===== src/hw/rtl/utf8v_pkg.sv =====
// Package with the error codes, state and result types of the UTF-8 validator.
package utf8v_pkg;

  localparam int unsigned ErrW   = 3;
  localparam int unsigned AccumW = 31;

  localparam logic [ErrW-1:0] ERR_NONE      = 3'd0;
  localparam logic [ErrW-1:0] ERR_BAD_LEAD  = 3'd1;
  localparam logic [ErrW-1:0] ERR_OVERLONG  = 3'd2;
  localparam logic [ErrW-1:0] ERR_BAD_CONT  = 3'd3;
  localparam logic [ErrW-1:0] ERR_SURROGATE = 3'd4;
  localparam logic [ErrW-1:0] ERR_RANGE     = 3'd5;

  localparam logic [AccumW-1:0] MAX_CODEPOINT = 31'h0010_FFFF;
  // Upper bits of a surrogate codepoint, i.e. codepoint[30:11] for 0xD800-0xDFFF.
  localparam logic [19:0]       SURR_HI       = 20'h0001B;

  typedef struct packed {
    logic [2:0]        pending_count;
    logic [7:0]        lead_byte;
    logic [AccumW-1:0] code_accum;
    logic [ErrW-1:0]   error_code;
    logic              stopped;
  } state_t;

  typedef struct packed {
    logic            valid_so_far;
    logic [ErrW-1:0] error_kind;
    logic            final_res;
  } result_t;

endpackage


===== src/hw/rtl/utf8v_in_if.sv =====
// Byte input channel of the UTF-8 validator.
interface utf8v_in_if;
  logic       valid;
  logic       ready;
  logic [7:0] data_byte;
  logic       is_last;

  modport source (output valid, output data_byte, output is_last, input ready);
  modport sink   (input valid, input data_byte, input is_last, output ready);
endinterface


===== src/hw/rtl/utf8v_out_if.sv =====
// Result channel of the UTF-8 validator.
interface utf8v_out_if;
  logic       valid;
  logic       ready;
  logic       valid_so_far;
  logic [2:0] error_kind;
  logic       final_res;

  modport source (output valid, output valid_so_far, output error_kind, output final_res,
                  input ready);
  modport sink   (input valid, input valid_so_far, input error_kind, input final_res,
                  output ready);
endinterface


===== src/hw/rtl/utf8v_step.sv =====
// Per-byte decode step: next checker state and the result for one byte.
module utf8v_step (
  input  logic [7:0]       data_byte,
  input  logic             is_last,
  input  utf8v_pkg::state_t cur,
  output utf8v_pkg::state_t nxt,
  output utf8v_pkg::result_t res
);

  utf8v_pkg::state_t              upd;
  logic                           overlong;
  logic [utf8v_pkg::AccumW-1:0]   accum_sh;
  logic [2:0]                     pend_dec;

  assign accum_sh = {cur.code_accum[utf8v_pkg::AccumW-7:0], data_byte[5:0]};
  assign pend_dec = cur.pending_count - 3'd1;

  // The first continuation byte of a longer form must lift the value past
  // what a shorter form could hold.
  assign overlong =
      (cur.lead_byte == 8'hE0 && cur.pending_count == 3'd2 && data_byte < 8'hA0) ||
      (cur.lead_byte == 8'hF0 && cur.pending_count == 3'd3 && data_byte < 8'h90) ||
      (cur.lead_byte == 8'hF8 && cur.pending_count == 3'd4 && data_byte < 8'h88) ||
      (cur.lead_byte == 8'hFC && cur.pending_count == 3'd5 && data_byte < 8'h84);

  always_comb begin
    upd = cur;
    if (!cur.stopped && cur.error_code == utf8v_pkg::ERR_NONE) begin
      if (data_byte == 8'h00) begin
        upd.stopped = 1'b1;
      end else if (cur.pending_count == 3'd0) begin
        upd.lead_byte = data_byte;
        priority if (!data_byte[7]) begin
          upd.pending_count = 3'd0;
          upd.code_accum    = '0;
        end else if (data_byte[7:5] == 3'b110) begin
          upd.pending_count = 3'd1;
          upd.code_accum    = {26'd0, data_byte[4:0]};
          if (data_byte[4:1] == 4'd0) begin
            upd.error_code = utf8v_pkg::ERR_OVERLONG;
          end
        end else if (data_byte[7:4] == 4'b1110) begin
          upd.pending_count = 3'd2;
          upd.code_accum    = {27'd0, data_byte[3:0]};
        end else if (data_byte[7:3] == 5'b11110) begin
          upd.pending_count = 3'd3;
          upd.code_accum    = {28'd0, data_byte[2:0]};
        end else if (data_byte[7:2] == 6'b111110) begin
          upd.pending_count = 3'd4;
          upd.code_accum    = {29'd0, data_byte[1:0]};
        end else if (data_byte[7:1] == 7'b1111110) begin
          upd.pending_count = 3'd5;
          upd.code_accum    = {30'd0, data_byte[0]};
        end else begin
          upd.pending_count = 3'd0;
          upd.error_code    = utf8v_pkg::ERR_BAD_LEAD;
        end
      end else begin
        priority if (overlong) begin
          upd.error_code = utf8v_pkg::ERR_OVERLONG;
        end else if (data_byte[7:6] != 2'b10) begin
          upd.error_code = utf8v_pkg::ERR_BAD_CONT;
        end else begin
          upd.code_accum    = accum_sh;
          upd.pending_count = pend_dec;
          if (pend_dec == 3'd0) begin
            if (accum_sh[utf8v_pkg::AccumW-1:11] == utf8v_pkg::SURR_HI) begin
              upd.error_code = utf8v_pkg::ERR_SURROGATE;
            end else if (accum_sh > utf8v_pkg::MAX_CODEPOINT) begin
              upd.error_code = utf8v_pkg::ERR_RANGE;
            end
          end
        end
      end
    end
  end

  always_comb begin
    res.valid_so_far = (upd.error_code == utf8v_pkg::ERR_NONE);
    res.error_kind   = upd.error_code;
    res.final_res    = is_last;
    // The buffer ends here, so the next byte starts from a clean state.
    nxt = is_last ? '0 : upd;
  end

endmodule


===== src/hw/rtl/utf8_stream_validator.sv =====
// Top level of the streaming UTF-8 validator: input register, decode step, result register.
//
// Usage: bytes of a buffer enter on in_ch, one per transaction, with is_last
// set on the final byte. Every input transaction yields exactly one result
// transaction on out_ch carrying valid_so_far (no error seen yet in this
// buffer), error_kind (the first failure, sticky until the end of the buffer)
// and final_res (a copy of is_last).
// Timing: an accepted byte passes through two register stages (input register,
// result register) before its result shows on out_ch.
// Throughput: one byte per clock while out_ch accepts results; the single
// decode step between the two registers reads the checker state written by
// the previous byte, so consecutive bytes never wait on each other.
// Stalls: when out_ch is held off, the result register keeps its transaction
// and the input register can still take one more byte; in_ch.ready drops only
// when both stages are full.
// Reset: rst_n is synchronous and active low; it empties both stages and
// returns the checker state to "no sequence open, no error, not stopped".
// State also clears by itself after each byte flagged is_last.
module utf8_stream_validator (
  input  logic          clk,
  input  logic          rst_n,
  utf8v_in_if.sink      in_ch,
  utf8v_out_if.source   out_ch
);

  // Input register stage.
  logic       s1_valid_r;
  logic [7:0] s1_byte_r;
  logic       s1_last_r;

  // Checker state and result register.
  utf8v_pkg::state_t  state_r;
  utf8v_pkg::state_t  state_nxt;
  utf8v_pkg::result_t res_nxt;
  utf8v_pkg::result_t res_r;
  logic               out_valid_r;

  logic advance;

  // The result register may load whenever it is empty or being drained.
  assign advance     = !out_valid_r || out_ch.ready;
  assign in_ch.ready = !s1_valid_r || advance;

  utf8v_step u_step (
    .data_byte (s1_byte_r),
    .is_last   (s1_last_r),
    .cur       (state_r),
    .nxt       (state_nxt),
    .res       (res_nxt)
  );

  always_ff @(posedge clk) begin
    if (!rst_n) begin
      s1_valid_r  <= 1'b0;
      out_valid_r <= 1'b0;
      state_r     <= '0;
    end else begin
      if (in_ch.ready) begin
        s1_valid_r <= in_ch.valid;
      end
      if (advance) begin
        out_valid_r <= s1_valid_r;
        // The state moves only when a byte really passes the decode step.
        if (s1_valid_r) begin
          state_r <= state_nxt;
        end
      end
    end
  end

  // Payload registers carry no reset.
  always_ff @(posedge clk) begin
    if (in_ch.ready && in_ch.valid) begin
      s1_byte_r <= in_ch.data_byte;
      s1_last_r <= in_ch.is_last;
    end
    if (advance && s1_valid_r) begin
      res_r <= res_nxt;
    end
  end

  assign out_ch.valid        = out_valid_r;
  assign out_ch.valid_so_far = res_r.valid_so_far;
  assign out_ch.error_kind   = res_r.error_kind;
  assign out_ch.final_res    = res_r.final_res;

endmodule


===== src/flat_wrapper.sv =====
// flat-port wrapper written by rule: the top's interface ports become plain ports
module utf8_stream_validator_flat 
  (clk, rst_n, in_ch_valid, in_ch_data_byte, in_ch_is_last, in_ch_ready, out_ch_valid, out_ch_valid_so_far, out_ch_error_kind, out_ch_final_res, out_ch_ready);
  utf8v_in_if in_ch_i ();
  utf8v_out_if out_ch_i ();
  input  logic clk;
  input  logic rst_n;
  input wire logic [$bits(in_ch_i.valid)-1:0] in_ch_valid;
  input wire logic [$bits(in_ch_i.data_byte)-1:0] in_ch_data_byte;
  input wire logic [$bits(in_ch_i.is_last)-1:0] in_ch_is_last;
  output wire logic [$bits(in_ch_i.ready)-1:0] in_ch_ready;
  output wire logic [$bits(out_ch_i.valid)-1:0] out_ch_valid;
  output wire logic [$bits(out_ch_i.valid_so_far)-1:0] out_ch_valid_so_far;
  output wire logic [$bits(out_ch_i.error_kind)-1:0] out_ch_error_kind;
  output wire logic [$bits(out_ch_i.final_res)-1:0] out_ch_final_res;
  input wire logic [$bits(out_ch_i.ready)-1:0] out_ch_ready;
  assign in_ch_i.valid = in_ch_valid;
  assign in_ch_i.data_byte = in_ch_data_byte;
  assign in_ch_i.is_last = in_ch_is_last;
  assign in_ch_ready = in_ch_i.ready;
  assign out_ch_valid = out_ch_i.valid;
  assign out_ch_valid_so_far = out_ch_i.valid_so_far;
  assign out_ch_error_kind = out_ch_i.error_kind;
  assign out_ch_final_res = out_ch_i.final_res;
  assign out_ch_i.ready = out_ch_ready;
  utf8_stream_validator u_core (.clk(clk), .rst_n(rst_n), .in_ch(in_ch_i), .out_ch(out_ch_i));
endmodule

===== config.mk =====
export PLATFORM = sky130hd
export DESIGN_NAME = utf8_stream_validator_flat
export DESIGN_NICKNAME = d
export VERILOG_FILES = /design/src/hw/rtl/utf8v_pkg.sv /design/src/hw/rtl/utf8v_in_if.sv /design/src/hw/rtl/utf8v_out_if.sv /design/src/hw/rtl/utf8v_step.sv /design/src/hw/rtl/utf8_stream_validator.sv /design/src/flat_wrapper.sv
export SDC_FILE = /design/constraint.sdc
export NUM_CORES = 1
export LEC_CHECK = 0
export ABC_AREA = 1
export ABC_CLOCK_PERIOD_IN_PS = 4800
export BUFFER_PORTS_ARGS = -buffer_cell sky130_fd_sc_hd__buf_2
export CAP_MARGIN = 20
export CORE_ASPECT_RATIO = 0.75
export CORE_MARGIN = 3
export CORE_UTILIZATION = 30
export CTS_CLUSTER_DIAMETER = 200
export DETAILED_ROUTE_END_ITERATION = 8
export SETUP_SLACK_MARGIN = 0.15
export SYNTH_ARGS = -nofsm -noshare
export SYNTH_HDL_FRONTEND = slang
export SYNTH_SLANG_ARGS = --single-unit

===== constraint.sdc =====
create_clock -name clk -period 4.8 [get_ports clk]
set_input_delay 0.96 -clock clk [delete_from_list [all_inputs] [get_ports clk]]
set_output_delay 0.96 -clock clk [all_outputs]
set_load 0.01 [all_outputs]

### After elaboration in Yosys (flattened, before gate mapping)

Cells that the tools add are included.

* add/sub/neg operators: 1
* multiply operators: 0
* div/mod/pow operators: 0
* order comparisons: 5
* equal/unequal tests: 19
* shifts and indexed selects: 0
* muxes and demuxes: 34
* bitwise logic cells: 0
* reductions and logical operators: 33

Operators with widths (count)
* $mux W31: 7
* $mux W46: 2
* $mux W34: 2
* $mux W3: 20
* $mux W45: 1
* $eq A8 B8 Y1 const B: 4
* $lt A8 B8 Y1 const B: 4
* $gt A31 B21 Y1 const B: 1
* $eq A20 B5 Y1 const B: 1
* $logic_not A3 Y1: 4
* $logic_and A1 B1 Y1: 11
* $eq A3 B3 Y1 const B: 3
* $logic_not A8 Y1: 1
* $mux W8: 1
* $ne A8 B8 Y1 const B: 1
* $eq A7 B7 Y1 const B: 1
* $reduce_and A7 Y1: 1
* $eq A3 B2 Y1 const B: 2
* $eq A6 B6 Y1 const B: 1
* $reduce_and A6 Y1: 1
* $reduce_bool A2 Y1: 3
* $eq A5 B5 Y1 const B: 1
* $logic_or A1 B1 Y1: 5
* $reduce_and A5 Y1: 1
* 11 further kinds: 13

* flip-flop bits (word level): 56
* latch bits: 0
* memory bits (writable): 0
* bits in read-only memories: 0
* input bits: 13
* output and inout bits: 7
* memories kept: 0

### Logic depth before layout (Yosys ltp)

* depth in word-level cells: 11
* depth in mapped cells: 14

### By module

Synthesis repeated with hierarchy kept, for this count alone.

* cell total of the unflattened synthesis: 791
* area total of the unflattened synthesis: 4869.7 sq um

Modules (own cells, without submodules)
* utf8_stream_validator: times used 1, cells each 328, area an instance 2585.0 sq um, sequential area each 1381.3 sq um
* utf8v_step: times used 1, cells each 463, area an instance 2284.7 sq um, sequential area each 0.0 sq um

### Least setup slack after synthesis

No wires, ideal clock.

* path type: in2out
* start: input out_ch_ready
* end: output in_ch_ready
* arrival: 1.276 ns
* data required time: 3.840 ns
* path slack: 2.564 ns
* stages on the path: 2
* buffers on the path: 0
* cells stage by stage: nor2_1 nand2_1

* word-level cells in the longest chain between the ends: 2

Ends and longest elaborated chain
* start, declared: RTL line flat_wrapper.sv:16 `input wire logic [$bits(out_ch_i.ready)-1:0] out_ch_ready;`
* $logic_or A1 B1 Y1: RTL line utf8_stream_validator.sv:41 `assign advance = !out_valid_r || out_ch.ready;`
* $logic_or A1 B1 Y1: RTL line utf8_stream_validator.sv:42 `assign in_ch.ready = !s1_valid_r || advance;`
* end, declared: RTL line flat_wrapper.sv:11 `output wire logic [$bits(in_ch_i.ready)-1:0] in_ch_ready;`

Every way passes these cells.

### Final worst setup path

* start: input out_ch_ready
* end: register u_core.state_r[14] (netlist bit)

* word-level cells in the longest chain between the ends: 2

Ends and longest elaborated chain
* $logic_or A1 B1 Y1: RTL line utf8_stream_validator.sv:41
* $reduce_and A7 Y1 (no line)
* end signal, assigned: RTL line utf8_stream_validator.sv:65 `state_r <= state_nxt;`
* end, declared: RTL line utf8_stream_validator.sv:32 `utf8v_pkg::state_t state_r;`

Every way passes these cells.
A chain may end at the register's enable or synchronous reset.

==> impl_metrics.env <==
export IMPL_arrival_ns=3.12
export IMPL_synth_simple_area_share_pct=38.3
export IMPL_post_cts_buffers=0
export IMPL_ys_flop_type="dfxtp_1"
export IMPL_status="finished clean"
export IMPL_timing_setup_tns_ns=0
export IMPL_power_frac_comb_pct=19.7
export IMPL_core_area_um2=9770
export IMPL_netSwitchingPower_mw=0.358
export IMPL_post_place_ws_ns=1.60
export IMPL_yosysUniqueCellTypes=29
export IMPL_dp_hpwl_um=5180
export IMPL_finalSetupViolations=0
export IMPL_worstSetupPathType="in -> reg"
export IMPL_synth_area_leaders="dfxtp_1 28%, edfxtp_1 14%, nand2_1 13%"
export IMPL_synth_top_family_by_area="simple AND/OR/NAND/NOR gates"
export IMPL_dr_pass1_iters=4
export IMPL_routabilityCongestion=0.879
export IMPL_cts_clk_slew_worst_paths_ns=0.08
export IMPL_tightest_slew_ns=0.612
export IMPL_start_util_pct=31.2
export IMPL_worstHoldPathCells=2
export IMPL_worstPathRequired_ns=4.99
export IMPL_synthesis_area_um2=3050
export IMPL_slew_headroom_pct=59.1
export IMPL_post_synth_top_count_cell="nand2_1"
export IMPL_dieArea_um2=11400
export IMPL_synthArstFlopShare_pct=0
export IMPL_ff2ff_setup_slack_ns=1.99
export IMPL_clkLatencyLatePin_ns=0.30
export IMPL_synth_compound_area_share_pct=7.91
export IMPL_end_kind="register"
export IMPL_die_h_um=93.4
export IMPL_holdCritPathClass="reg -> reg"
export IMPL_netlist_area_leader_share_pct=27.5
export IMPL_numCtsBuffers=5
export IMPL_leakage_nw=1.46
export IMPL_r2r_end="u_core.state_r[10]"
export IMPL_post_drt_via_cell_ratio=4.64
export IMPL_nets=480
export IMPL_synth_edff_count=14
export IMPL_min_to="u_core.state_r[0]"
export IMPL_reg2regPathDepth=12
export IMPL_cts_max_path_buffers=2
export IMPL_vias=2758
export IMPL_antenna_found_initial=0
export IMPL_synth_seq_area_share_pct=41.3
export IMPL_grt_pass1_wl_um=11900
export IMPL_drt_initial_drc_count=210
export IMPL_io_buffers=19
export IMPL_grt_start_max_net_pins=33
export IMPL_syn_to_final_growth_pct=10.6
export IMPL_post_synth_top_area_cell="dfxtp_1"
export IMPL_grt_overflow_total=0
export IMPL_skew_ns=0.0112
export IMPL_fmax_ghz=0.342
export IMPL_hold_violations=0
export IMPL_drc_errors=0
export IMPL_max_cap_viol_count=0
export IMPL_drive_above_1_share_pct=11.0
export IMPL_p_int_mw=0.791
export IMPL_row_count=31
export IMPL_ys_warn_count=0
export IMPL_root_buffer="clkbuf_16"
export IMPL_min_period_ns=2.93
export IMPL_yosys_top_cells_count="108 x nand2_1, 87 x nor2_1, 47 x inv_1"
export IMPL_final_max_slew_viol_count=0
export IMPL_cts_hold_buf=0
export IMPL_min_from="u_core.state_r[0]"
export IMPL_netlist_instances=449
export IMPL_ant_nets=0
export IMPL_avgRoutedWirePerCell_um=12.0
export IMPL_post_synth_xor_area_fraction_pct=0.287
export IMPL_power_density_nw_per_um2=340
export IMPL_peakVddDrop_mv=0.135
export IMPL_diodes=0
export IMPL_ios=20
export IMPL_ys_ff_latch=56
export IMPL_grt_pass1_vias=2431
export IMPL_cts_tree="yes"
export IMPL_cts_sinks=56
export IMPL_routed_wl_um=7130
export IMPL_pwr_share_clk_pct=32.3
export IMPL_synth_fa_ha_area_share_pct=2.46
export IMPL_grt_use_total_pct=13.0
export IMPL_avgSynthCellArea_um2=6.80
export IMPL_die_w_um=122
export IMPL_r2r_start="u_core.state_r[43]"
export IMPL_power_share_switching_pct=31.2
export IMPL_htree_num_levels=2
export IMPL_syn_nets=468
export IMPL_min_period_over_period_pct=61.0
export IMPL_critPathMaxFanout=32
export IMPL_grt_setup_unrepaired="no"
export IMPL_setup_ws_ns=1.87
export IMPL_muxShareOfSynthArea_pct=0
export IMPL_cp_start_kind="input port"
export IMPL_cts_resized=0
export IMPL_p_seq_share_pct=48.0
[critical path: stages]
cell,delay (ns)
buf_2,0.07
nor2_1,0.06
nor2_2,0.37
nand2_1,0.13
inv_1,0.07
nand3_1,0.31
nand2_2,0.61
nand2_4,0.28
nor2_1,0.18
nor2_1,0.06
[power by group through the flow]
stage	combinational (mW)	sequential, mW	clock (mW)
after floorplan	0.182	0.556	0
after global placement	0.223	0.562	0
after detailed placement	0.224	0.563	0
after CTS	0.225	0.552	0.380
after global routing	0.260	0.557	0.399
final	0.226	0.552	0.371
[stage by stage]
step / hold slack, ns / cells / total power [mW] / cell area, um^2 / utilization, %
after global routing: 0.495 / 594 / 1.22 / 3380 / 34.5
after global placement: 0.455 / 586 / 0.785 / 3230 / 33.1
after floorplan: 0.436 / 449 / 0.737 / 3050 / -
after detailed placement: 0.459 / 586 / 0.786 / 3230 / 33.1
after CTS: 0.469 / 594 / 1.16 / 3380 / 34.5
final: 0.466 / 594 / 1.15 / 3380 / 34.5
[cell type report]
type / count / area [um^2]
Fill cell: 1057 / 6400
Multi-Input combinational cell: 322 / 1500
Sequential cell: 56 / 1260
Inverter: 57 / 214
Tap cell: 132 / 165
Clock buffer: 5 / 125
Timing Repair Buffer: 19 / 95.1
Clock inverter: 3 / 21.3
[flip-flops by register name (all words and copies together), names as in the netlist]
signal and count:
u_core.out_ch.error_kind 3, u_core.out_ch.final_res 1, u_core.out_ch.valid 1, u_core.out_ch.valid_so_far 1, u_core.s1_byte_r 8, u_core.s1_last_r 1, u_core.s1_valid_r 1, u_core.state_r 40
[worst max path at each step]
stage / endpoint / slack [ns] / start / cells past startpoint
after floorplan: in_ch_ready / 2.56 / out_ch_ready / 2
after global placement: u_core.state_r[5] / 1.68 / out_ch_ready / 10
after detailed placement: u_core.state_r[26] / 1.60 / out_ch_ready / 11
after CTS: u_core.state_r[26] / 1.89 / out_ch_ready / 11
after global routing: u_core.state_r[14] / 1.60 / out_ch_ready / 11
final: u_core.state_r[14] / 1.87 / out_ch_ready / 10
[cell families (layout without fill, tap and decap cells)]
logic type               Yosys count  in the layout
AO/OA/AOI/OAI                     47             47
XOR/XNOR                           1              1
adder cells (fa/ha/maj)            6              6
buffers and inverters             71             84
flip-flops                        56             56
AND/OR/NAND/NOR                  268            268
[placed cells by master, fill, tap and decap left out, types with 7 or more instances in the layout]
cell,n
buf_2,19
nor2_1,87
dfxtp_1,42
o21ai_0,9
nand3_1,45
a21oi_1,33
inv_1,47
edfxtp_1,14
nand2_1,108
nor3_1,7
inv_2,10
[per-layer routing]
metal	share of wire (%)	global-route usage, %	wire (um)
met5	0	0	0
met4	1.6	3.63	116
met3	6.3	3.02	450
met2	41	17.8	2900
met1	51	20.1	3660
(Power assumes the default switching activity.)
